<file path="src/sv/cmis_pkg.sv">
`timescale 1ns / 1ps

package cmis_pkg;

    localparam logic [31:0] ALL_DOLLAR = 32'h2424_2424;
    localparam logic [7:0]  CH_DOLLAR  = 8'h24;
    localparam logic [7:0]  CH_NEWLINE = 8'h0A;
    localparam logic [7:0]  CH_SPACE   = 8'h20;
    localparam logic [7:0]  CH_ZERO    = 8'd48;
    localparam logic [7:0]  CH_NINE    = 8'd57;
    localparam logic [7:0]  CH_G       = 8'h47;
    localparam logic [7:0]  CH_D       = 8'h44;
    localparam logic [7:0]  CH_P       = 8'h50;
    localparam logic [7:0]  CH_H       = 8'h48;
    localparam logic [7:0]  CH_L       = 8'h4C;
    localparam logic [7:0]  CH_R       = 8'h52;
    localparam logic [7:0]  CH_S       = 8'h53;
    localparam logic [7:0]  CH_C       = 8'h43;
    localparam logic [7:0]  CH_B       = 8'h42;
    localparam logic [7:0]  CH_T       = 8'h54;

    typedef enum logic [2:0] {
        OP_WRITE = 3'd0,
        OP_CLEAR = 3'd1,
        OP_START = 3'd2,
        OP_EXEC  = 3'd3,
        OP_CARD  = 3'd4
    } op_t;

    typedef enum logic [2:0] {
        ST_OK      = 3'd0,
        ST_CARD    = 3'd1,
        ST_OUT     = 3'd2,
        ST_HALT    = 3'd3,
        ST_BADOP   = 3'd4,
        ST_BADADDR = 3'd5
    } status_t;

    typedef enum logic [2:0] {
        K_GD,
        K_PD,
        K_LR,
        K_SR,
        K_CR,
        K_BT,
        K_H,
        K_BAD
    } kind_t;

    // Memory address source.
    typedef enum logic [2:0] {
        ASEL_IN,
        ASEL_IC,
        ASEL_PTR,
        ASEL_DEC,
        ASEL_LOC_NEXT
    } asel_t;

    typedef enum logic [1:0] {
        WSEL_IN,
        WSEL_GR,
        WSEL_MERGE
    } wsel_t;

    typedef enum logic [1:0] {
        RA_ZERO,
        RA_PTR,
        RA_DEC,
        RA_LOC_K
    } rasel_t;

    typedef struct packed {
        logic    load_in;
        logic    rd_en;
        logic    wr_en;
        asel_t   asel;
        wsel_t   wsel;
        logic    clear_job;
        logic    start_prog;
        logic    ic_inc;
        logic    ic_jump;
        logic    set_halt;
        logic    load_loc;
        logic    load_gr;
        logic    compare;
        logic    card_setup;
        logic    card_advance;
        logic    card_cancel;
        logic    k_clear;
        logic    k_inc;
        logic    emit;
        status_t res_status;
        rasel_t  res_asel;
        logic    res_word;
        logic    res_last;
    } dp_cmd_t;

    typedef struct packed {
        op_t   in_op;
        logic  addr_ok;
        logic  card_ok;
        logic  halted;
        logic  card_pending;
        logic  ic_oob;
        logic  rem_one;
        kind_t kind;
        logic  addr_err;
        logic  flag;
        logic  k_last;
    } dp_status_t;

    typedef struct packed {
        logic [31:0] word;
        logic [2:0]  nbytes;
    } fmt_t;

    // Characters before the first dollar sign, newline shown as space.
    function automatic fmt_t format_word(input logic [31:0] w);
        fmt_t       r;
        logic       stop;
        logic [7:0] ch;
        r    = '0;
        stop = 1'b0;
        for (int i = 0; i < 4; i++) begin
            ch = w[8*i +: 8];
            if (ch == CH_DOLLAR) begin
                stop = 1'b1;
            end
            if (!stop) begin
                r.word[8*i +: 8] = (ch == CH_NEWLINE) ? CH_SPACE : ch;
                r.nbytes         = r.nbytes + 3'd1;
            end
        end
        return r;
    endfunction

    function automatic logic [31:0] card_mask(input logic [2:0] count);
        logic [31:0] m;
        logic [2:0]  n;
        m = '0;
        n = (count > 3'd4) ? 3'd4 : count;
        for (int i = 0; i < 4; i++) begin
            if (3'(i) < n) begin
                m[8*i +: 8] = 8'hFF;
            end
        end
        return m;
    endfunction

endpackage

</file>
<file path="src/sv/cmis_dp.sv">
`timescale 1ns / 1ps

module cmis_dp #(
    parameter int MEM_WORDS   = 100,
    parameter int BLOCK_WORDS = 10
) (
    input  logic                clk,
    input  logic                rst_n,
    input  logic [2:0]          op,
    input  logic [6:0]          address,
    input  logic [31:0]         word_data,
    input  logic [2:0]          byte_count,
    input  cmis_pkg::dp_cmd_t    cmd,
    output cmis_pkg::dp_status_t stat,
    output logic                done,
    output logic [2:0]          status,
    output logic [6:0]          out_address,
    output logic [31:0]         out_word,
    output logic [2:0]          out_bytes,
    output logic                last
);
    import cmis_pkg::*;

    localparam int AW = $clog2(MEM_WORDS);
    localparam int KW = (BLOCK_WORDS > 1) ? $clog2(BLOCK_WORDS) : 1;

    // Captured input word.
    op_t         in_op_reg;
    logic [6:0]  in_addr_reg;
    logic [31:0] in_data_reg;
    logic [2:0]  in_count_reg;

    // Machine state.
    logic [6:0]  ic_reg;
    logic [31:0] gr_reg;
    logic        flag_reg;
    logic [6:0]  ptr_reg;
    logic [3:0]  rem_reg;
    logic        halted_reg;
    logic [6:0]  loc_reg;
    logic [KW-1:0] k_reg;

    // Memory; a word never written since reset or clear reads as all dollar signs.
    logic [31:0] mem_reg [MEM_WORDS];
    logic        valid_reg [MEM_WORDS];
    logic [31:0] rd_word_reg;
    logic        rd_valid_reg;
    logic [31:0] rdata;

    logic          done_reg;
    status_t       status_reg;
    logic [6:0]    out_addr_reg;
    logic [31:0]   out_word_reg;
    logic [2:0]    out_bytes_reg;
    logic          last_reg;

    logic [7:0]  c0, c1, d0, d1;
    logic        digits_ok, loc_ok, is_block;
    logic [6:0]  dec_loc;
    logic [7:0]  dec_end;
    kind_t       kind;
    logic [6:0]  acc_addr;
    logic [AW-1:0] idx;
    logic [31:0] wdata;
    logic [31:0] mask;
    fmt_t        fmt;
    logic [6:0]  res_addr;

    assign rdata = rd_valid_reg ? rd_word_reg : ALL_DOLLAR;

    // Instruction decode straight off the read data.
    always_comb
    begin
        c0 = rdata[7:0];
        c1 = rdata[15:8];
        d0 = rdata[23:16];
        d1 = rdata[31:24];
        if (c0 == CH_H) begin
            kind = K_H;
        end else if (c0 == CH_G && c1 == CH_D) begin
            kind = K_GD;
        end else if (c0 == CH_P && c1 == CH_D) begin
            kind = K_PD;
        end else if (c0 == CH_L && c1 == CH_R) begin
            kind = K_LR;
        end else if (c0 == CH_S && c1 == CH_R) begin
            kind = K_SR;
        end else if (c0 == CH_C && c1 == CH_R) begin
            kind = K_CR;
        end else if (c0 == CH_B && c1 == CH_T) begin
            kind = K_BT;
        end else begin
            kind = K_BAD;
        end
        digits_ok = (d0 >= CH_ZERO) && (d0 <= CH_NINE) && (d1 >= CH_ZERO) && (d1 <= CH_NINE);
        // A digit's value is its low nibble; times ten is times eight plus times two.
        dec_loc  = {d0[3:0], 3'b000} + {2'b00, d0[3:0], 1'b0} + {3'b000, d1[3:0]};
        dec_end  = {1'b0, dec_loc} + 8'(BLOCK_WORDS);
        is_block = (c1 == CH_D);
        loc_ok   = (dec_loc < 7'(MEM_WORDS)) && (!is_block || dec_end <= 8'(MEM_WORDS));
    end

    always_comb
    begin
        case (cmd.asel)
            ASEL_IN:       acc_addr = in_addr_reg;
            ASEL_IC:       acc_addr = ic_reg;
            ASEL_PTR:      acc_addr = ptr_reg;
            ASEL_DEC:      acc_addr = dec_loc;
            ASEL_LOC_NEXT: acc_addr = loc_reg + 7'(k_reg) + 7'd1;
            default:       acc_addr = in_addr_reg;
        endcase
        idx  = acc_addr[AW-1:0];
        mask = card_mask(in_count_reg);
        case (cmd.wsel)
            WSEL_IN:    wdata = in_data_reg;
            WSEL_GR:    wdata = gr_reg;
            WSEL_MERGE: wdata = (rdata & ~mask) | (in_data_reg & mask);
            default:    wdata = in_data_reg;
        endcase
        case (cmd.res_asel)
            RA_ZERO:  res_addr = 7'd0;
            RA_PTR:   res_addr = ptr_reg;
            RA_DEC:   res_addr = dec_loc;
            RA_LOC_K: res_addr = loc_reg + 7'(k_reg);
            default:  res_addr = 7'd0;
        endcase
        fmt = format_word(rdata);
    end

    always_ff @(posedge clk)
    begin
        if (cmd.wr_en) begin
            mem_reg[idx] <= wdata;
        end
        if (cmd.rd_en) begin
            rd_word_reg  <= mem_reg[idx];
            rd_valid_reg <= valid_reg[idx];
        end
    end

    always_ff @(posedge clk or negedge rst_n)
    begin
        if (!rst_n) begin
            for (int i = 0; i < MEM_WORDS; i++) begin
                valid_reg[i] <= 1'b0;
            end
        end else if (cmd.clear_job) begin
            for (int i = 0; i < MEM_WORDS; i++) begin
                valid_reg[i] <= 1'b0;
            end
        end else if (cmd.wr_en) begin
            valid_reg[idx] <= 1'b1;
        end
    end

    always_ff @(posedge clk)
    begin
        if (cmd.load_in) begin
            in_op_reg    <= op_t'(op);
            in_addr_reg  <= address;
            in_data_reg  <= word_data;
            in_count_reg <= byte_count;
        end
        if (cmd.load_loc) begin
            loc_reg <= dec_loc;
        end
        if (cmd.emit) begin
            status_reg    <= cmd.res_status;
            out_addr_reg  <= res_addr;
            out_word_reg  <= cmd.res_word ? fmt.word : 32'd0;
            out_bytes_reg <= cmd.res_word ? fmt.nbytes : 3'd0;
            last_reg      <= cmd.res_last;
        end
    end

    always_ff @(posedge clk or negedge rst_n)
    begin
        if (!rst_n) begin
            ic_reg     <= '0;
            gr_reg     <= ALL_DOLLAR;
            flag_reg   <= 1'b0;
            ptr_reg    <= '0;
            rem_reg    <= '0;
            halted_reg <= 1'b0;
            k_reg      <= '0;
            done_reg   <= 1'b0;
        end else begin
            done_reg <= cmd.emit;
            if (cmd.clear_job) begin
                gr_reg   <= ALL_DOLLAR;
                flag_reg <= 1'b0;
                ptr_reg  <= '0;
            end else begin
                if (cmd.load_gr) begin
                    gr_reg <= rdata;
                end
                if (cmd.compare) begin
                    flag_reg <= (gr_reg == rdata);
                end
                if (cmd.card_setup) begin
                    ptr_reg <= dec_loc;
                end else if (cmd.card_advance) begin
                    ptr_reg <= ptr_reg + 7'd1;
                end
            end
            if (cmd.clear_job || cmd.start_prog) begin
                ic_reg <= '0;
            end else if (cmd.ic_jump) begin
                ic_reg <= dec_loc;
            end else if (cmd.ic_inc) begin
                ic_reg <= ic_reg + 7'd1;
            end
            if (cmd.clear_job || cmd.start_prog || cmd.card_cancel) begin
                rem_reg <= '0;
            end else if (cmd.card_setup) begin
                rem_reg <= 4'(BLOCK_WORDS);
            end else if (cmd.card_advance) begin
                rem_reg <= rem_reg - 4'd1;
            end
            if (cmd.clear_job || cmd.start_prog) begin
                halted_reg <= 1'b0;
            end else if (cmd.set_halt) begin
                halted_reg <= 1'b1;
            end
            if (cmd.k_clear) begin
                k_reg <= '0;
            end else if (cmd.k_inc) begin
                k_reg <= k_reg + KW'(1);
            end
        end
    end

    always_comb
    begin
        stat.in_op        = in_op_reg;
        stat.addr_ok      = in_addr_reg < 7'(MEM_WORDS);
        stat.card_ok      = (rem_reg != 4'd0) && (ptr_reg < 7'(MEM_WORDS));
        stat.halted       = halted_reg;
        stat.card_pending = rem_reg != 4'd0;
        stat.ic_oob       = ic_reg >= 7'(MEM_WORDS);
        stat.rem_one      = rem_reg == 4'd1;
        stat.kind         = kind;
        stat.addr_err     = !digits_ok || !loc_ok;
        stat.flag         = flag_reg;
        stat.k_last       = k_reg == KW'(BLOCK_WORDS - 1);
    end

    assign done        = done_reg;
    assign status      = status_reg;
    assign out_address = out_addr_reg;
    assign out_word    = out_word_reg;
    assign out_bytes   = out_bytes_reg;
    assign last        = last_reg;

    a_rem_bound: assert property (@(posedge clk) disable iff (!rst_n)
        rem_reg <= 4'(BLOCK_WORDS))
        else $error("card word count above block size");

    a_write_in_range: assert property (@(posedge clk) disable iff (!rst_n)
        cmd.wr_en |-> acc_addr < 7'(MEM_WORDS))
        else $error("memory write outside memory");

    a_halt_cause: assert property (@(posedge clk) disable iff (!rst_n)
        $rose(halted_reg) |-> $past(cmd.set_halt))
        else $error("halt set without a halt command");

endmodule

</file>
<file path="src/sv/cmis_ctrl.sv">
`timescale 1ns / 1ps

module cmis_ctrl (
    input  logic                 clk,
    input  logic                 rst_n,
    input  logic                 start,
    output logic                 busy,
    input  cmis_pkg::dp_status_t stat,
    output cmis_pkg::dp_cmd_t    cmd
);
    import cmis_pkg::*;

    typedef enum logic [2:0] {
        S_IDLE,
        S_DISPATCH,
        S_CARD_WR,
        S_DECODE,
        S_LOAD,
        S_COMPARE,
        S_PD
    } state_t;

    state_t state_reg;
    state_t state_next;

    always_comb
    begin
        cmd        = '0;
        state_next = state_reg;
        case (state_reg)
            S_IDLE:
            begin
                if (start) begin
                    cmd.load_in = 1'b1;
                    state_next  = S_DISPATCH;
                end
            end
            S_DISPATCH:
            begin
                state_next   = S_IDLE;
                cmd.emit     = 1'b1;
                cmd.res_last = 1'b1;
                case (stat.in_op)
                    OP_WRITE:
                    begin
                        if (stat.addr_ok) begin
                            cmd.wr_en = 1'b1;
                            cmd.asel  = ASEL_IN;
                            cmd.wsel  = WSEL_IN;
                        end else begin
                            cmd.res_status = ST_BADADDR;
                        end
                    end
                    OP_CLEAR: cmd.clear_job = 1'b1;
                    OP_START: cmd.start_prog = 1'b1;
                    OP_CARD:
                    begin
                        if (stat.card_ok) begin
                            // Read the target word first; the card keeps bytes past its end.
                            cmd.emit   = 1'b0;
                            cmd.rd_en  = 1'b1;
                            cmd.asel   = ASEL_PTR;
                            state_next = S_CARD_WR;
                        end else begin
                            cmd.card_cancel = 1'b1;
                        end
                    end
                    OP_EXEC:
                    begin
                        if (stat.halted) begin
                            cmd.res_status = ST_HALT;
                        end else if (stat.card_pending) begin
                            cmd.res_status = ST_CARD;
                            cmd.res_asel   = RA_PTR;
                        end else if (stat.ic_oob) begin
                            cmd.set_halt   = 1'b1;
                            cmd.res_status = ST_BADADDR;
                        end else begin
                            cmd.emit   = 1'b0;
                            cmd.rd_en  = 1'b1;
                            cmd.asel   = ASEL_IC;
                            cmd.ic_inc = 1'b1;
                            state_next = S_DECODE;
                        end
                    end
                    default: cmd.res_status = ST_OK;
                endcase
            end
            S_CARD_WR:
            begin
                cmd.wr_en        = 1'b1;
                cmd.asel         = ASEL_PTR;
                cmd.wsel         = WSEL_MERGE;
                cmd.card_advance = 1'b1;
                cmd.emit         = 1'b1;
                cmd.res_last     = 1'b1;
                cmd.res_asel     = RA_PTR;
                cmd.res_status   = stat.rem_one ? ST_OK : ST_CARD;
                state_next       = S_IDLE;
            end
            S_DECODE:
            begin
                cmd.emit     = 1'b1;
                cmd.res_last = 1'b1;
                cmd.load_loc = 1'b1;
                state_next   = S_IDLE;
                if (stat.kind == K_H) begin
                    cmd.set_halt   = 1'b1;
                    cmd.res_status = ST_HALT;
                end else if (stat.kind == K_BAD) begin
                    cmd.set_halt   = 1'b1;
                    cmd.res_status = ST_BADOP;
                end else if (stat.addr_err) begin
                    cmd.set_halt   = 1'b1;
                    cmd.res_status = ST_BADADDR;
                end else begin
                    case (stat.kind)
                        K_GD:
                        begin
                            cmd.card_setup = 1'b1;
                            cmd.res_status = ST_CARD;
                            cmd.res_asel   = RA_DEC;
                        end
                        K_PD:
                        begin
                            cmd.emit    = 1'b0;
                            cmd.rd_en   = 1'b1;
                            cmd.asel    = ASEL_DEC;
                            cmd.k_clear = 1'b1;
                            state_next  = S_PD;
                        end
                        K_LR, K_CR:
                        begin
                            cmd.emit   = 1'b0;
                            cmd.rd_en  = 1'b1;
                            cmd.asel   = ASEL_DEC;
                            state_next = (stat.kind == K_LR) ? S_LOAD : S_COMPARE;
                        end
                        K_SR:
                        begin
                            cmd.wr_en = 1'b1;
                            cmd.asel  = ASEL_DEC;
                            cmd.wsel  = WSEL_GR;
                        end
                        K_BT: cmd.ic_jump = stat.flag;
                        default: cmd.res_status = ST_OK;
                    endcase
                end
            end
            S_LOAD:
            begin
                cmd.load_gr  = 1'b1;
                cmd.emit     = 1'b1;
                cmd.res_last = 1'b1;
                state_next   = S_IDLE;
            end
            S_COMPARE:
            begin
                cmd.compare  = 1'b1;
                cmd.emit     = 1'b1;
                cmd.res_last = 1'b1;
                state_next   = S_IDLE;
            end
            S_PD:
            begin
                // One output word per cycle; the next word is read while this one goes out.
                cmd.emit       = 1'b1;
                cmd.res_status = ST_OUT;
                cmd.res_asel   = RA_LOC_K;
                cmd.res_word   = 1'b1;
                cmd.res_last   = stat.k_last;
                if (stat.k_last) begin
                    state_next = S_IDLE;
                end else begin
                    cmd.rd_en = 1'b1;
                    cmd.asel  = ASEL_LOC_NEXT;
                    cmd.k_inc = 1'b1;
                end
            end
            default: state_next = S_IDLE;
        endcase
    end

    always_ff @(posedge clk or negedge rst_n)
    begin
        if (!rst_n) begin
            state_reg <= S_IDLE;
        end else begin
            state_reg <= state_next;
        end
    end

    assign busy = state_reg != S_IDLE;

    a_accept_busy: assert property (@(posedge clk) disable iff (!rst_n)
        (start && !busy) |=> state_reg == S_DISPATCH)
        else $error("accepted word did not start dispatch");

    a_idle_quiet: assert property (@(posedge clk) disable iff (!rst_n)
        state_reg == S_IDLE |-> !cmd.emit && !cmd.wr_en && !cmd.rd_en)
        else $error("memory or result activity while idle");

    a_single_port: assert property (@(posedge clk) disable iff (!rst_n)
        !(cmd.rd_en && cmd.wr_en))
        else $error("read and write in the same cycle");

endmodule

</file>
<file path="src/sv/card_machine_instruction_step.sv">
`timescale 1ns / 1ps

// Single-step card machine: 100 words of four characters, one register.
// Input: a word is taken at a rising edge with start high and busy low
// (op, address, word_data, byte_count). Busy stays high until the last
// result of that word has been registered.
// Output: each result is on status, out_address, out_word, out_bytes and
// last for exactly one cycle while done is high; last marks the final one.
// The receiver cannot stall, so results are never held back.
// Steps from the accept edge to the final result: write, clear, start,
//   unused op, refused card word, execute that stops early: dispatch
//   only; card word: dispatch, card write; execute of H, GD, SR, BT or a
//   faulty word: dispatch, decode; LR, CR: dispatch, decode, load or
//   compare; PD: dispatch, decode, BLOCK_WORDS words out, one per cycle.
// A new word can be taken in the cycle its final result is shown.
// The steps come from the single-port main memory with a registered read:
// the instruction fetch, the operand read and the card read-modify-write
// each need a step of their own.
// Reset (and a clear job) marks every memory word as unwritten through a
// valid bit per word; such a word reads as four dollar signs, so there is
// no clearing pass and the block is ready right after reset.

module card_machine_instruction_step #(
    parameter int MEM_WORDS   = 100,
    parameter int BLOCK_WORDS = 10
) (
    input  logic        clk,
    input  logic        rst_n,
    input  logic        start,
    output logic        busy,
    input  logic [2:0]  op,
    input  logic [6:0]  address,
    input  logic [31:0] word_data,
    input  logic [2:0]  byte_count,
    output logic        done,
    output logic [2:0]  status,
    output logic [6:0]  out_address,
    output logic [31:0] out_word,
    output logic [2:0]  out_bytes,
    output logic        last
);
    import cmis_pkg::*;

    dp_cmd_t    cmd;
    dp_status_t stat;

    cmis_ctrl u_ctrl (
        .clk   (clk),
        .rst_n (rst_n),
        .start (start),
        .busy  (busy),
        .stat  (stat),
        .cmd   (cmd)
    );

    cmis_dp #(
        .MEM_WORDS   (MEM_WORDS),
        .BLOCK_WORDS (BLOCK_WORDS)
    ) u_dp (
        .clk         (clk),
        .rst_n       (rst_n),
        .op          (op),
        .address     (address),
        .word_data   (word_data),
        .byte_count  (byte_count),
        .cmd         (cmd),
        .stat        (stat),
        .done        (done),
        .status      (status),
        .out_address (out_address),
        .out_word    (out_word),
        .out_bytes   (out_bytes),
        .last        (last)
    );

endmodule
</file>
<file path="config.mk">
export PLATFORM = sky130hd
export DESIGN_NAME = card_machine_instruction_step
export DESIGN_NICKNAME = d
export VERILOG_FILES = /design/src/sv/cmis_pkg.sv /design/src/sv/cmis_dp.sv /design/src/sv/cmis_ctrl.sv /design/src/sv/card_machine_instruction_step.sv
export SDC_FILE = /design/constraint.sdc
export NUM_CORES = 2
export LEC_CHECK = 0
export ABC_AREA = 1
export BUFFER_PORTS_ARGS = -buffer_cell sky130_fd_sc_hd__buf_2
export CORE_MARGIN = 5
export CORE_UTILIZATION = 40
export DETAILED_ROUTE_END_ITERATION = 10
export PLACE_DENSITY = 0.56
export SKIP_LAST_GASP = 1
export SLEW_MARGIN = 20
export SYNTH_ARGS = -nofsm -noshare
export SYNTH_HDL_FRONTEND = slang
export SYNTH_SLANG_ARGS = --single-unit
</file>
<file path="constraint.sdc">
create_clock -name clk -period 22.1 [get_ports clk]
set_input_delay 1.105 -clock clk [delete_from_list [all_inputs] [get_ports clk]]
set_output_delay 1.105 -clock clk [all_outputs]
set_load 0.01 [all_outputs]
</file>
==> results.json <==
{
  "status": "finished, final reports clean",
  "end_kind": "flop",
  "grt_pass1_vias": 94350,
  "worst_hold_slack_ns": 0.1462,
  "reg2reg_slack_ns": 11.39,
  "cts_max_level": 5,
  "hpwl_um": 265800,
  "clockBufferDepth": 4,
  "worstMarginPinSlew_ns": 1.211,
  "critPathMaxFanout": 160,
  "vias": 102200,
  "critPathMaxStageDelay_ns": 0.75,
  "die_area_sq_um": 380900,
  "boundaryPins": 96,
  "min_period_over_period_pct": 48.47,
  "drcViolationCount": 0,
  "synthDominantCellAreaShare_pct": 67.83,
  "dr.first_iter.drc_count": 12580,
  "synth_area_leader_cell": "edfxtp_1",
  "crit_type": "reg2reg",
  "arrival_ns": 11.53,
  "endpoint": "u_dp.rd_word_reg[17]",
  "synthTopCellsByArea": "edfxtp_1 (68%), nand2_1 (16%), nand3_1 (3.8%), dfrtp_1 (2.6%), nor2_1 (2.6%)",
  "io_buffers": 95,
  "hold_violations": 0,
  "grt_first_pass_wirelength_um": 688400,
  "cts_root_buf": "clkbuf_16",
  "cts_tree": "yes",
  "clock_latency_ns": 0.97,
  "gp_congestion": 0.8969,
  "critical_path.most_common_cell": "nand2_1",
  "r2r_start": "u_dp.rd_valid_reg",
  "post-route-min-period_ns": 10.71,
  "fin_nets": 13970,
  "p_per_area_nw_per_um2": 128.9,
  "syn2layout_area_growth_pct": 12.19,
  "finalSetupViolations": 0,
  "r2r-end": "u_dp.rd_word_reg[17]",
  "reg2regPathDepth": 35,
  "peakVddDrop_v": 0.0001025,
  "largest_reg_flops": 3200,
  "crit_path_top_delay_cell": "buf_4",
  "cp.required_ns": 22.92,
  "ys_warn_count": 0,
  "path_clk_slew_ns": 0.06,
  "drt-total-wl_um": 481700,
  "cts_buffers": 375,
  "grt_max_degree": 161,
  "finalSetupTns_ns": 0,
  "initial_core_util_pct": 40.07,
  "postRouteAntennaNets": 0,
  "ys_ff_latch": 3491,
  "cts_setup_buffers": 0,
  "max_freq_ghz": 0.09335,
  "relSlewSlack_pct": 19.29,
  "die_y_um": 617.2,
  "overflow": 0,
  "detail_route.vias_per_cell": 5.362,
  "netlist-cell-type-count": 59,
  "die_w_um": 617.2,
  "critPathLaunchType": "flop",
  "crit_path_start": "u_dp.rd_valid_reg",
  "clock_skew_ns": 0.09697,
  "antenna_found_initial": 34,
  "power_mw": 21.32,
  "p_leak_nw": 65.90,
  "max_cap_violations": 0,
  "ctsHoldBuffers": 0,
  "post_cts_resized": 0,
  "layout-drive-gt1-share_pct": 7.844,
  "syn_area_sq_um": 147500,
  "syn_avg_cell_area_sq_um": 10.62,
  "synthCells": 13890,
  "cts.sinks": 3491,
  "rows": 223,
  "track_usage_pct": 24.53,
  "wl_per_cell_um": 25.27,
  "core_sq_um": 368000,
  "synth_nets": 13960,
  "final_max_slew_viol_count": 0,
  "first_pass_iters": 6,
  "hp-class": "in2async",
  "yosysSeqAreaShare_pct": 70.55,
  "rsz0062_at_grt": "false"
}
-- final cells by class --
type	instances	area, sq um
diodes	19	47.55
well taps	4837	6052
multi-input cells	9313	39400
flip-flops and latches	3491	104000
inverters	333	1276
repair buffers	381	2861
clock buffers	494	10160
clock inverters	190	1589
fillers	33850	202600
-- how the worst min path moves through the flow --
stage	from	cells past startpoint	endpoint	slack [ns]
after floorplan	u_dp.valid_reg[2]	1	u_dp.valid_reg[2]	0.46
after global placement	u_dp.valid_reg[2]	1	u_dp.valid_reg[2]	0.46
after detailed placement	u_dp.valid_reg[2]	1	u_dp.valid_reg[2]	0.48
after CTS	rst_n	1	u_dp.done	0.11
after global routing	rst_n	1	u_dp.done	0.15
final	rst_n	1	u_dp.done	0.15
-- where the power goes --
group | switching, mW | leakage, nW | internal (mW)
sequential | 0.0968 | 32.2 | 7.82
clock | 2.62 | 5.74 | 3.46
combinational | 5.77 | 28.0 | 1.55
-- routing by layer --
metal	routed length (um)	track usage, %
met2	213300	37.36
met4	17490	8.337
met3	44710	4.799
met5	78	0
met1	206100	35.26
-- placed cells by master, fill, tap and decap left out, types with 24 or more instances in the layout --
cell	n
a21oi_1	77
buf_2	94
buf_4	270
clkbuf_1	95
clkbuf_16	383
clkinv_1	101
clkinv_2	62
dfrtp_1	152
edfxtp_1	3331
inv_1	268
inv_2	37
nand2_1	6306
nand3_1	1122
nor2_1	941
nor2_4	85
nor3_1	24
o21ai_0	116
o21ai_1	336
o22ai_1	49
xor2_1	40
-- critical path, delay by kind of cell, from the launching register on --
family | cells | cell delay, ns
AOI/OAI and AO/OA | 1 | 0.10
xor gates and xnor gates | 1 | 0.49
adders and majority gates | 3 | 0.91
buffers and inverters | 12 | 4.94
DFF | 1 | 0.32
and+or+nand+nor | 18 | 3.46
-- kinds of logic (layout without fill, tap and decap cells) --
kind of cell    Yosys count  after routing  share of synthesized area (%)
buf+inv                1082           1398                          3.398
flops                  3491           3491                          70.55
xor+xnor                 45             45                         0.2673
simple gates           8562           8562                          23.03
compound gates          680            680                          2.512
other cells               0             19                              0
fa+ha+maj                26             26                         0.2359
-- through the flow --
step           cells  utilization (%)  setup WS, ns  cell area, sq um
2_1_floorplan  13890                -         13.36            147500
3_3_place_gp   18350            41.71         11.68            153500
3_5_place_dp   18350            41.74         11.46            153600
4_1_cts        19040            44.93         11.44            165400
5_1_grt        19050            44.94         10.67            165400
6_report       19060            44.95         11.39            165400
-- Yosys cell counts, drive strengths merged --
cell and count:
o2111a 1, and3 2, nor3 24, a31oi 5
o221ai 13, nand3b 4, nand2 6334, fa 3
nand4 17, a22oi 10, a211oi 3, o21bai 1
a22o 1, clkbuf 138, a2111oi 2, a221oi 1
nor2 1040, xnor2 5, a21oi 80, buf 611
o21ai 473, dfstp 8, dfrtp 152, o22ai 61
nor4 8, o311ai 1, nand3 1128, o21a 1
clkinv 7, o2111ai 2, ha 23, nand2b 1
inv 326, o41ai 1, edfxtp 3331, o32ai 2
or2 2, or4 2, o211ai 10, xor2 40
a32oi 12
Power figures use the tool's default switching activity.
